[config.mk]
export PLATFORM = sky130hd
export DESIGN_NAME = bounded_ring_fifo_unit
export DESIGN_NICKNAME = d
export VERILOG_FILES = /design/src/sv/brfifo_pkg.sv /design/src/sv/bounded_ring_fifo_unit.sv /design/src/sv/brfifo_dp.sv /design/src/sv/brfifo_ctrl.sv
export SDC_FILE = /design/constraint.sdc
export NUM_CORES = 1
export LEC_CHECK = 0
export BUFFER_PORTS_ARGS = -buffer_cell sky130_fd_sc_hd__buf_2
export CAP_MARGIN = 30
export CORE_ASPECT_RATIO = 1.5
export CORE_MARGIN = 2
export CORE_UTILIZATION = 39
export CTS_CLUSTER_SIZE = 12
export DETAILED_ROUTE_END_ITERATION = 7
export SLEW_MARGIN = 15
export SYNTH_ARGS = -nofsm -noshare
export SYNTH_HDL_FRONTEND = slang
export SYNTH_HIERARCHICAL = 1
export SYNTH_SLANG_ARGS = --single-unit
[constraint.sdc]
create_clock -name clk -period 11.85 [get_ports clk]
set_input_delay 3.555 -clock clk [delete_from_list [all_inputs] [get_ports clk]]
set_output_delay 3.555 -clock clk [all_outputs]
set_load 0.02 [all_outputs]
[src/sv/brfifo_pkg.sv]
package brfifo_pkg;

	// Storage geometry
	localparam int DEPTH      = 16;
	localparam int DATA_WIDTH = 32;
	localparam int PTR_W      = $clog2(DEPTH);
	localparam int CNT_W      = $clog2(DEPTH + 1);

	typedef logic [DATA_WIDTH-1:0] data_t;
	typedef logic [PTR_W-1:0]      ptr_t;
	typedef logic [CNT_W-1:0]      cnt_t;
	typedef logic [CNT_W:0]        sum_t;
	typedef logic [4:0]            cap_t;
	typedef logic [4:0]            cnt_out_t;
	typedef logic [31:0]           word_t;

	localparam cap_t CAP_RESET = 5'd16;

	typedef enum logic [1:0] {
		OP_ADD   = 2'd0,
		OP_PEEK  = 2'd1,
		OP_POLL  = 2'd2,
		OP_CLEAR = 2'd3
	} op_t;

	typedef enum logic [1:0] {
		ST_OK    = 2'd0,
		ST_FULL  = 2'd1,
		ST_EMPTY = 2'd2
	} status_t;

	typedef enum logic {
		S_IDLE = 1'b0,
		S_EXEC = 1'b1
	} state_t;

	// Commands from the controller to the datapath
	typedef struct packed {
		logic load;
		logic exec;
		logic cfg_wr;
	} dp_ctl_t;

endpackage

[src/sv/bounded_ring_fifo_unit.sv]
// Ring-buffer FIFO of 16 words of 32 bits driven by commands: add, peek, poll
// and clear, each answered by one result with status, head word, count and
// empty/full flags. A command is accepted while the controller is idle, which
// also launches the registered read of the head slot, and it executes once the
// output register is free, updating the pointers, writing the tail slot and
// loading the output register; a new command is accepted only after the previous
// one has executed. Writing capacity_in_use (0 means full depth) empties the
// queue and is taken only while no command runs.
module bounded_ring_fifo_unit (
	input  logic        clk,
	input  logic        arst_n,
	input  logic        in_valid,
	output logic        in_stall,
	input  logic [1:0]  cmd,
	input  logic [31:0] item_value,
	output logic        out_valid,
	input  logic        out_stall,
	output logic [1:0]  status,
	output logic [31:0] head_value,
	output logic [4:0]  item_count,
	output logic        empty_flag,
	output logic        full_flag,
	input  logic        cfg_valid,
	output logic        cfg_ready,
	input  logic [4:0]  capacity_in_use
);

	brfifo_pkg::dp_ctl_t ctl;

	// Sequencer
	brfifo_ctrl u_ctrl (
		.clk       (clk),
		.arst_n    (arst_n),
		.in_valid  (in_valid),
		.in_stall  (in_stall),
		.cfg_valid (cfg_valid),
		.cfg_ready (cfg_ready),
		.out_valid (out_valid),
		.out_stall (out_stall),
		.ctl       (ctl)
	);

	// Storage, pointers and result register
	brfifo_dp u_dp (
		.clk             (clk),
		.arst_n          (arst_n),
		.ctl             (ctl),
		.cmd             (cmd),
		.item_value      (item_value),
		.capacity_in_use (capacity_in_use),
		.status          (status),
		.head_value      (head_value),
		.item_count      (item_count),
		.empty_flag      (empty_flag),
		.full_flag       (full_flag)
	);

endmodule

[src/sv/brfifo_dp.sv]
module brfifo_dp (
	input  logic                  clk,
	input  logic                  arst_n,
	input  brfifo_pkg::dp_ctl_t   ctl,
	input  logic [1:0]            cmd,
	input  logic [31:0]           item_value,
	input  logic [4:0]            capacity_in_use,
	output logic [1:0]            status,
	output logic [31:0]           head_value,
	output logic [4:0]            item_count,
	output logic                  empty_flag,
	output logic                  full_flag
);

	brfifo_pkg::data_t   mem [brfifo_pkg::DEPTH];
	brfifo_pkg::cap_t    cap_q;
	brfifo_pkg::ptr_t    head_q;
	brfifo_pkg::cnt_t    count_q;
	brfifo_pkg::op_t     op_s1;
	brfifo_pkg::data_t   item_s1;
	brfifo_pkg::data_t   rd_s1;

	brfifo_pkg::cnt_t    act_cap;
	brfifo_pkg::cnt_t    head_inc;
	brfifo_pkg::sum_t    tail_sum;
	brfifo_pkg::ptr_t    tail;
	brfifo_pkg::ptr_t    head_nxt;
	brfifo_pkg::cnt_t    count_nxt;
	brfifo_pkg::status_t status_nxt;
	brfifo_pkg::data_t   head_nxt_val;
	logic                wr_en;

	// Resolve the capacity in use: zero or oversize selects full depth
	always_comb begin
		if (cap_q == '0 || 32'(cap_q) > brfifo_pkg::DEPTH) begin
			act_cap = brfifo_pkg::cnt_t'(brfifo_pkg::DEPTH);
		end else begin
			act_cap = brfifo_pkg::cnt_t'(cap_q);
		end
	end

	// Wrap the tail and next head pointers at the capacity
	always_comb begin
		head_inc = brfifo_pkg::cnt_t'(head_q) + brfifo_pkg::cnt_t'(1);
		head_nxt = (head_inc == act_cap) ? '0 : brfifo_pkg::ptr_t'(head_inc);
		tail_sum = brfifo_pkg::sum_t'(head_q) + brfifo_pkg::sum_t'(count_q);
		if (tail_sum >= brfifo_pkg::sum_t'(act_cap)) begin
			tail_sum = tail_sum - brfifo_pkg::sum_t'(act_cap);
		end
		tail = brfifo_pkg::ptr_t'(tail_sum);
	end

	// Decode the held command
	always_comb begin
		status_nxt   = brfifo_pkg::ST_OK;
		head_nxt_val = '0;
		count_nxt    = count_q;
		wr_en        = 1'b0;
		unique case (op_s1)
			brfifo_pkg::OP_ADD: begin
				if (count_q == act_cap) begin
					status_nxt = brfifo_pkg::ST_FULL;
				end else begin
					wr_en     = 1'b1;
					count_nxt = count_q + brfifo_pkg::cnt_t'(1);
				end
			end
			brfifo_pkg::OP_PEEK, brfifo_pkg::OP_POLL: begin
				if (count_q == '0) begin
					status_nxt = brfifo_pkg::ST_EMPTY;
				end else begin
					head_nxt_val = rd_s1;
					if (op_s1 == brfifo_pkg::OP_POLL) begin
						count_nxt = count_q - brfifo_pkg::cnt_t'(1);
					end
				end
			end
			brfifo_pkg::OP_CLEAR: begin
				count_nxt = '0;
			end
			default: begin
				count_nxt = count_q;
			end
		endcase
	end

	// Capacity register and queue pointers
	always_ff @(posedge clk or negedge arst_n) begin
		if (!arst_n) begin
			cap_q   <= brfifo_pkg::CAP_RESET;
			head_q  <= '0;
			count_q <= '0;
		end else if (ctl.cfg_wr) begin
			cap_q   <= capacity_in_use;
			head_q  <= '0;
			count_q <= '0;
		end else if (ctl.exec) begin
			count_q <= count_nxt;
			if (op_s1 == brfifo_pkg::OP_CLEAR) begin
				head_q <= '0;
			end else if (op_s1 == brfifo_pkg::OP_POLL && count_q != '0) begin
				head_q <= head_nxt;
			end
		end
	end

	// Slot memory: read the head on accept, write the tail on execute
	always_ff @(posedge clk) begin
		if (wr_en && ctl.exec) begin
			mem[tail] <= item_s1;
		end
		if (ctl.load) begin
			rd_s1 <= mem[head_q];
		end
	end

	// Hold the accepted command
	always_ff @(posedge clk) begin
		if (ctl.load) begin
			op_s1   <= brfifo_pkg::op_t'(cmd);
			item_s1 <= brfifo_pkg::data_t'(item_value);
		end
	end

	// Output register
	always_ff @(posedge clk) begin
		if (ctl.exec) begin
			status     <= status_nxt;
			head_value <= brfifo_pkg::word_t'(head_nxt_val);
			item_count <= brfifo_pkg::cnt_out_t'(count_nxt);
			empty_flag <= (count_nxt == '0);
			full_flag  <= (count_nxt == act_cap);
		end
	end

`ifndef SYNTHESIS
	a_count_bound: assert property (@(posedge clk) disable iff (!arst_n)
		count_q <= act_cap)
		else $error("fill count exceeds capacity");

	a_head_bound: assert property (@(posedge clk) disable iff (!arst_n)
		brfifo_pkg::cnt_t'(head_q) < act_cap)
		else $error("head pointer beyond capacity");

	a_full_add_holds: assert property (@(posedge clk) disable iff (!arst_n)
		ctl.exec && op_s1 == brfifo_pkg::OP_ADD && count_q == act_cap
		|=> $stable(count_q) && $stable(head_q))
		else $error("refused add changed queue state");
`endif

endmodule

[src/sv/brfifo_ctrl.sv]
module brfifo_ctrl (
	input  logic                clk,
	input  logic                arst_n,
	input  logic                in_valid,
	output logic                in_stall,
	input  logic                cfg_valid,
	output logic                cfg_ready,
	output logic                out_valid,
	input  logic                out_stall,
	output brfifo_pkg::dp_ctl_t ctl
);

	brfifo_pkg::state_t state_q;
	brfifo_pkg::state_t state_nxt;
	logic               out_valid_q;
	logic               out_free;

	assign out_free  = !out_valid_q || !out_stall;
	assign out_valid = out_valid_q;

	// Next state
	always_comb begin
		state_nxt = state_q;
		unique case (state_q)
			brfifo_pkg::S_IDLE: begin
				if (in_valid && !cfg_valid) begin
					state_nxt = brfifo_pkg::S_EXEC;
				end
			end
			brfifo_pkg::S_EXEC: begin
				if (out_free) begin
					state_nxt = brfifo_pkg::S_IDLE;
				end
			end
			default: begin
				state_nxt = brfifo_pkg::S_IDLE;
			end
		endcase
	end

	// Outputs and datapath commands
	always_comb begin
		in_stall   = 1'b1;
		cfg_ready  = 1'b0;
		ctl.load   = 1'b0;
		ctl.exec   = 1'b0;
		ctl.cfg_wr = 1'b0;
		unique case (state_q)
			brfifo_pkg::S_IDLE: begin
				in_stall   = cfg_valid;
				cfg_ready  = 1'b1;
				ctl.load   = in_valid && !cfg_valid;
				ctl.cfg_wr = cfg_valid;
			end
			brfifo_pkg::S_EXEC: begin
				ctl.exec = out_free;
			end
			default: begin
				in_stall = 1'b1;
			end
		endcase
	end

	// State and output valid
	always_ff @(posedge clk or negedge arst_n) begin
		if (!arst_n) begin
			state_q     <= brfifo_pkg::S_IDLE;
			out_valid_q <= 1'b0;
		end else begin
			state_q <= state_nxt;
			if (ctl.exec) begin
				out_valid_q <= 1'b1;
			end else if (!out_stall) begin
				out_valid_q <= 1'b0;
			end
		end
	end

endmodule

==> flow_metrics.py <==
metrics = {
    "global_route": {
        "grt_start_max_net_pins": 66,
        "grt_util_all_layers_pct": 16.1,
        "grt_antenna_before_repair": 1,
        "grt_pass1_wl_um": 79200,
        "grt_pass1_vias": 12846,
        "grt_overflow": 0,
    },
    "clocking": {
        "holdBufCountCts": 0,
        "clockRootBuffer": "clkbuf_16",
        "insertion_delay_ns": 0.61,
        "clk_pin_slew_ns": 0.06,
        "cts_sinks": 635,
        "cts_tree": "built",
        "cts_buffers": 60,
        "cts-resized-gates": 0,
        "post_cts_buffers": 0,
        "htree_num_levels": 2,
        "cts_buffer_depth": 3,
    },
    "sta": {
        "timing.final.crit_period_ns": 7.61,
        "hold_violations": 0,
        "timing.fmax_mhz": 131,
        "fin_setup_tns_ns": 0,
        "fin_worst_skew_ns": 0.0141,
        "drv_slew": 0,
        "hold_slack_ns": 0.515,
        "fin_crit_sh_pct": 64.2,
        "setup_viol": 0,
        "relSlewSlack_pct": 31.7,
        "tightest_slew_ns": 1.02,
        "rsz0062_at_grt": "no",
    },
    "critical_path": {
        "cpMaxStageDelayCell": "or2_1",
        "critPathArrivalTime_ns": 4.05,
        "crit_path_end_kind": "primary output",
        "critPathTopFamily": "buffers and inverters",
        "crit_type": "in2out",
        "crit_path_cell_trace": "buf_2 > or2_1 > buf_2",
        "critPathLaunchType": "input pin",
        "critPathRequiredTime_ns": 8.30,
        "crit_fanout": 3,
        "slowest_delay_ns": 0.22,
        "critPathMostFrequentCell": "buf_2",
        "crit_buf_inv": 2,
    },
    "place": {
        "io_buffers": 87,
        "place.gp.congestion": 0.745,
        "hpwl_um": 29400,
    },
    "layout": {
        "num-nets-final": 1478,
        "seqCellArea_um2": 19000,
        "area_growth_pct": 13.2,
        "fillers": 5321,
        "multi_input_area_um2": 5600,
        "drive_gt1_share_pct": 20.3,
        "diodes": 0,
    },
    "floorplanning": {
        "die_w_um": 210,
        "die-area_um2": 65700,
        "row_count": 113,
        "core_region_area_um2": 63200,
        "die_y_um": 313,
        "io_pins": 88,
        "start_util_pct": 39.3,
    },
    "logic_synthesis": {
        "syn_avg_cell_area_um2": 19.1,
        "synth_edf_count": 619,
        "yosysTopAreaCellShare_pct": 74.9,
        "ys_warn_count": 6,
        "yosys.cell_count.top_type": "edfxtp_1",
        "synth-seq-cells": 635,
        "ys_top_cells_by_area": "edfxtp_1 75%, mux4_2 5.8%, mux2i_1 5.2%",
        "ys.flop_type": "edfxtp_1",
        "async_reset_ff_share_pct": 2.52,
        "seq_area_frac_synth_pct": 76.5,
        "ys_top_cells_by_count": "619 x edfxtp_1, 130 x mux2i_1, 64 x a221oi_1, 64 x mux4_2, 48 x nand2_1",
        "synth_cells": 1299,
        "netlist_area_um2": 24800,
        "synth.largest_area_cell": "edfxtp_1",
        "synth.net_count": 1362,
        "synthDistinctLibCells": 67,
    },
    "route": {
        "drtIter0Drc": 1004,
        "dr.pass1.iters": 5,
        "vias": 12207,
        "vias_per_cell": 5.45,
        "ant_nets": 0,
        "wl_per_cell_um": 23.4,
        "drc": 0,
        "drt-total-wl_um": 52300,
    },
    "pwr": {
        "leakagePower_nw": 9.18,
        "p_per_area_nw_per_um2": 177,
        "irDropWorstVdd_uv": 106,
    },
    "min_path": {
        "hold_class": "reg2reg",
    },
    "flow_run": {
        "drv_cap": 0,
    },
    "outcome": {
        "status": "completed",
    },
}
## worst register-to-register path: stages, from the launching register on
cell	delay (ns)
dfrtp_1	0.41
or4_1	0.52
ha_1	0.34
nor2b_1	0.49
ha_1	0.31
fa_1	0.25
a21bo_2	0.24
a21o_1	0.17
a21o_1	0.18
a221oi_2	0.78
a31oi_1	0.52
nor2_4	0.56
buf_4	0.47
## layout make-up
cell class / count / area share (%)
inverter: 23 / 0.307
timing repair buffer: 119 / 2.83
multi-input combinational: 576 / 19.9
clock buffer: 75 / 5.62
clock inverter: 7 / 0.120
tap: 805 / 3.58
sequential: 635 / 67.6
## routing by layer
layer	GRT usage, %	part of all wire (%)	vias up
met3	2.70	5.0	76
met4	5.35	2.8	0
met1	20.0	40	6312
li1	-	-	5489
met5	0	0	-
met2	28.6	52	330
## sequential cells by signal (all words and copies together), names as in the netlist
| register | flops |
|---|---|
| u_ctrl/out_valid | 1 |
| u_ctrl/state_q | 1 |
| u_dp/cap_q | 5 |
| u_dp/count_q | 5 |
| u_dp/empty_flag | 1 |
| u_dp/full_flag | 1 |
| u_dp/head_q | 4 |
| u_dp/head_value | 32 |
| u_dp/item_count | 5 |
| u_dp/item_s1 | 32 |
| u_dp/mem | 512 |
| u_dp/op_s1 | 2 |
| u_dp/rd_s1 | 32 |
| u_dp/status | 2 |
## cell families after synthesis
logic type	Yosys count	synth area share, %
XOR/XNOR	20	0.766
AND/OR/NAND/NOR	156	3.42
adder cells (fa/ha/maj)	19	1.02
multiplexers	199	11.3
buffers and inverters	88	1.50
flip-flops	635	76.5
AO/OA/AOI/OAI	182	5.49
## worst paths after layout
path,endpoint,depth (start not counted),from,slack [ns]
max,in_stall,3,cfg_valid,4.24
min,u_dp/head_value[20]$_SDFFCE_PP0P_,1,u_dp/rd_s1[20]$_DFFE_PP_,0.51
max reg2reg,u_dp/mem[4][16]$_DFFE_PP_,12,u_dp/cap_q[2]$_DFFE_PN0P_,6.23
min reg2reg,u_dp/head_value[20]$_SDFFCE_PP0P_,1,u_dp/rd_s1[20]$_DFFE_PP_,0.51
max in group asynchronous,u_dp/head_q[0]$_DFFE_PN0P_,1,arst_n,8.65
min in group asynchronous,u_dp/count_q[1]$_DFFE_PN0P_,1,arst_n,2.87
## report_power, final
| part | internal, mW | switching [mW] |
|---|---|---|
| Clock | 0.918 | 0.755 |
| Sequential | 2.53 | 0.0554 |
| Combinational | 0.313 | 0.409 |
## placed cells by master (no fill, tap or decap), types with 6 or more instances in the layout
master | Yosys | layout
a21oi_1 | 12 | 11
a221oi_1 | 64 | 64
a22oi_1 | 32 | 32
and2_1 | 34 | 33
buf_16 | 0 | 6
buf_2 | 12 | 87
buf_4 | 1 | 26
clkbuf_1 | 35 | 14
clkbuf_16 | 0 | 61
dfrtp_1 | 15 | 13
edfxtp_1 | 619 | 619
ha_1 | 17 | 17
inv_1 | 22 | 22
mux2i_1 | 130 | 130
mux4_2 | 64 | 64
nand2_1 | 48 | 48
nand3_1 | 6 | 6
nor2_1 | 26 | 10
nor2_4 | 0 | 16
o21ai_0 | 37 | 37
xnor2_1 | 12 | 12
xor2_1 | 6 | 6
## per-stage QoR
stage                     worst slack [ns]  area, µm²  util [%]  cells  total power [mW]
after floorplan                       2.97      24800         -   1299              3.15
after global placement                4.24      26300      41.6   2152              3.35
after detailed placement              4.24      26500      41.9   2157              3.37
after CTS                             4.24      28100      44.4   2239              5.05
after global routing                  4.22      28100      44.5   2240              5.19
final                                 4.24      28100      44.5   2240              4.98
Note: power is estimated with default switching activity, not from simulation.
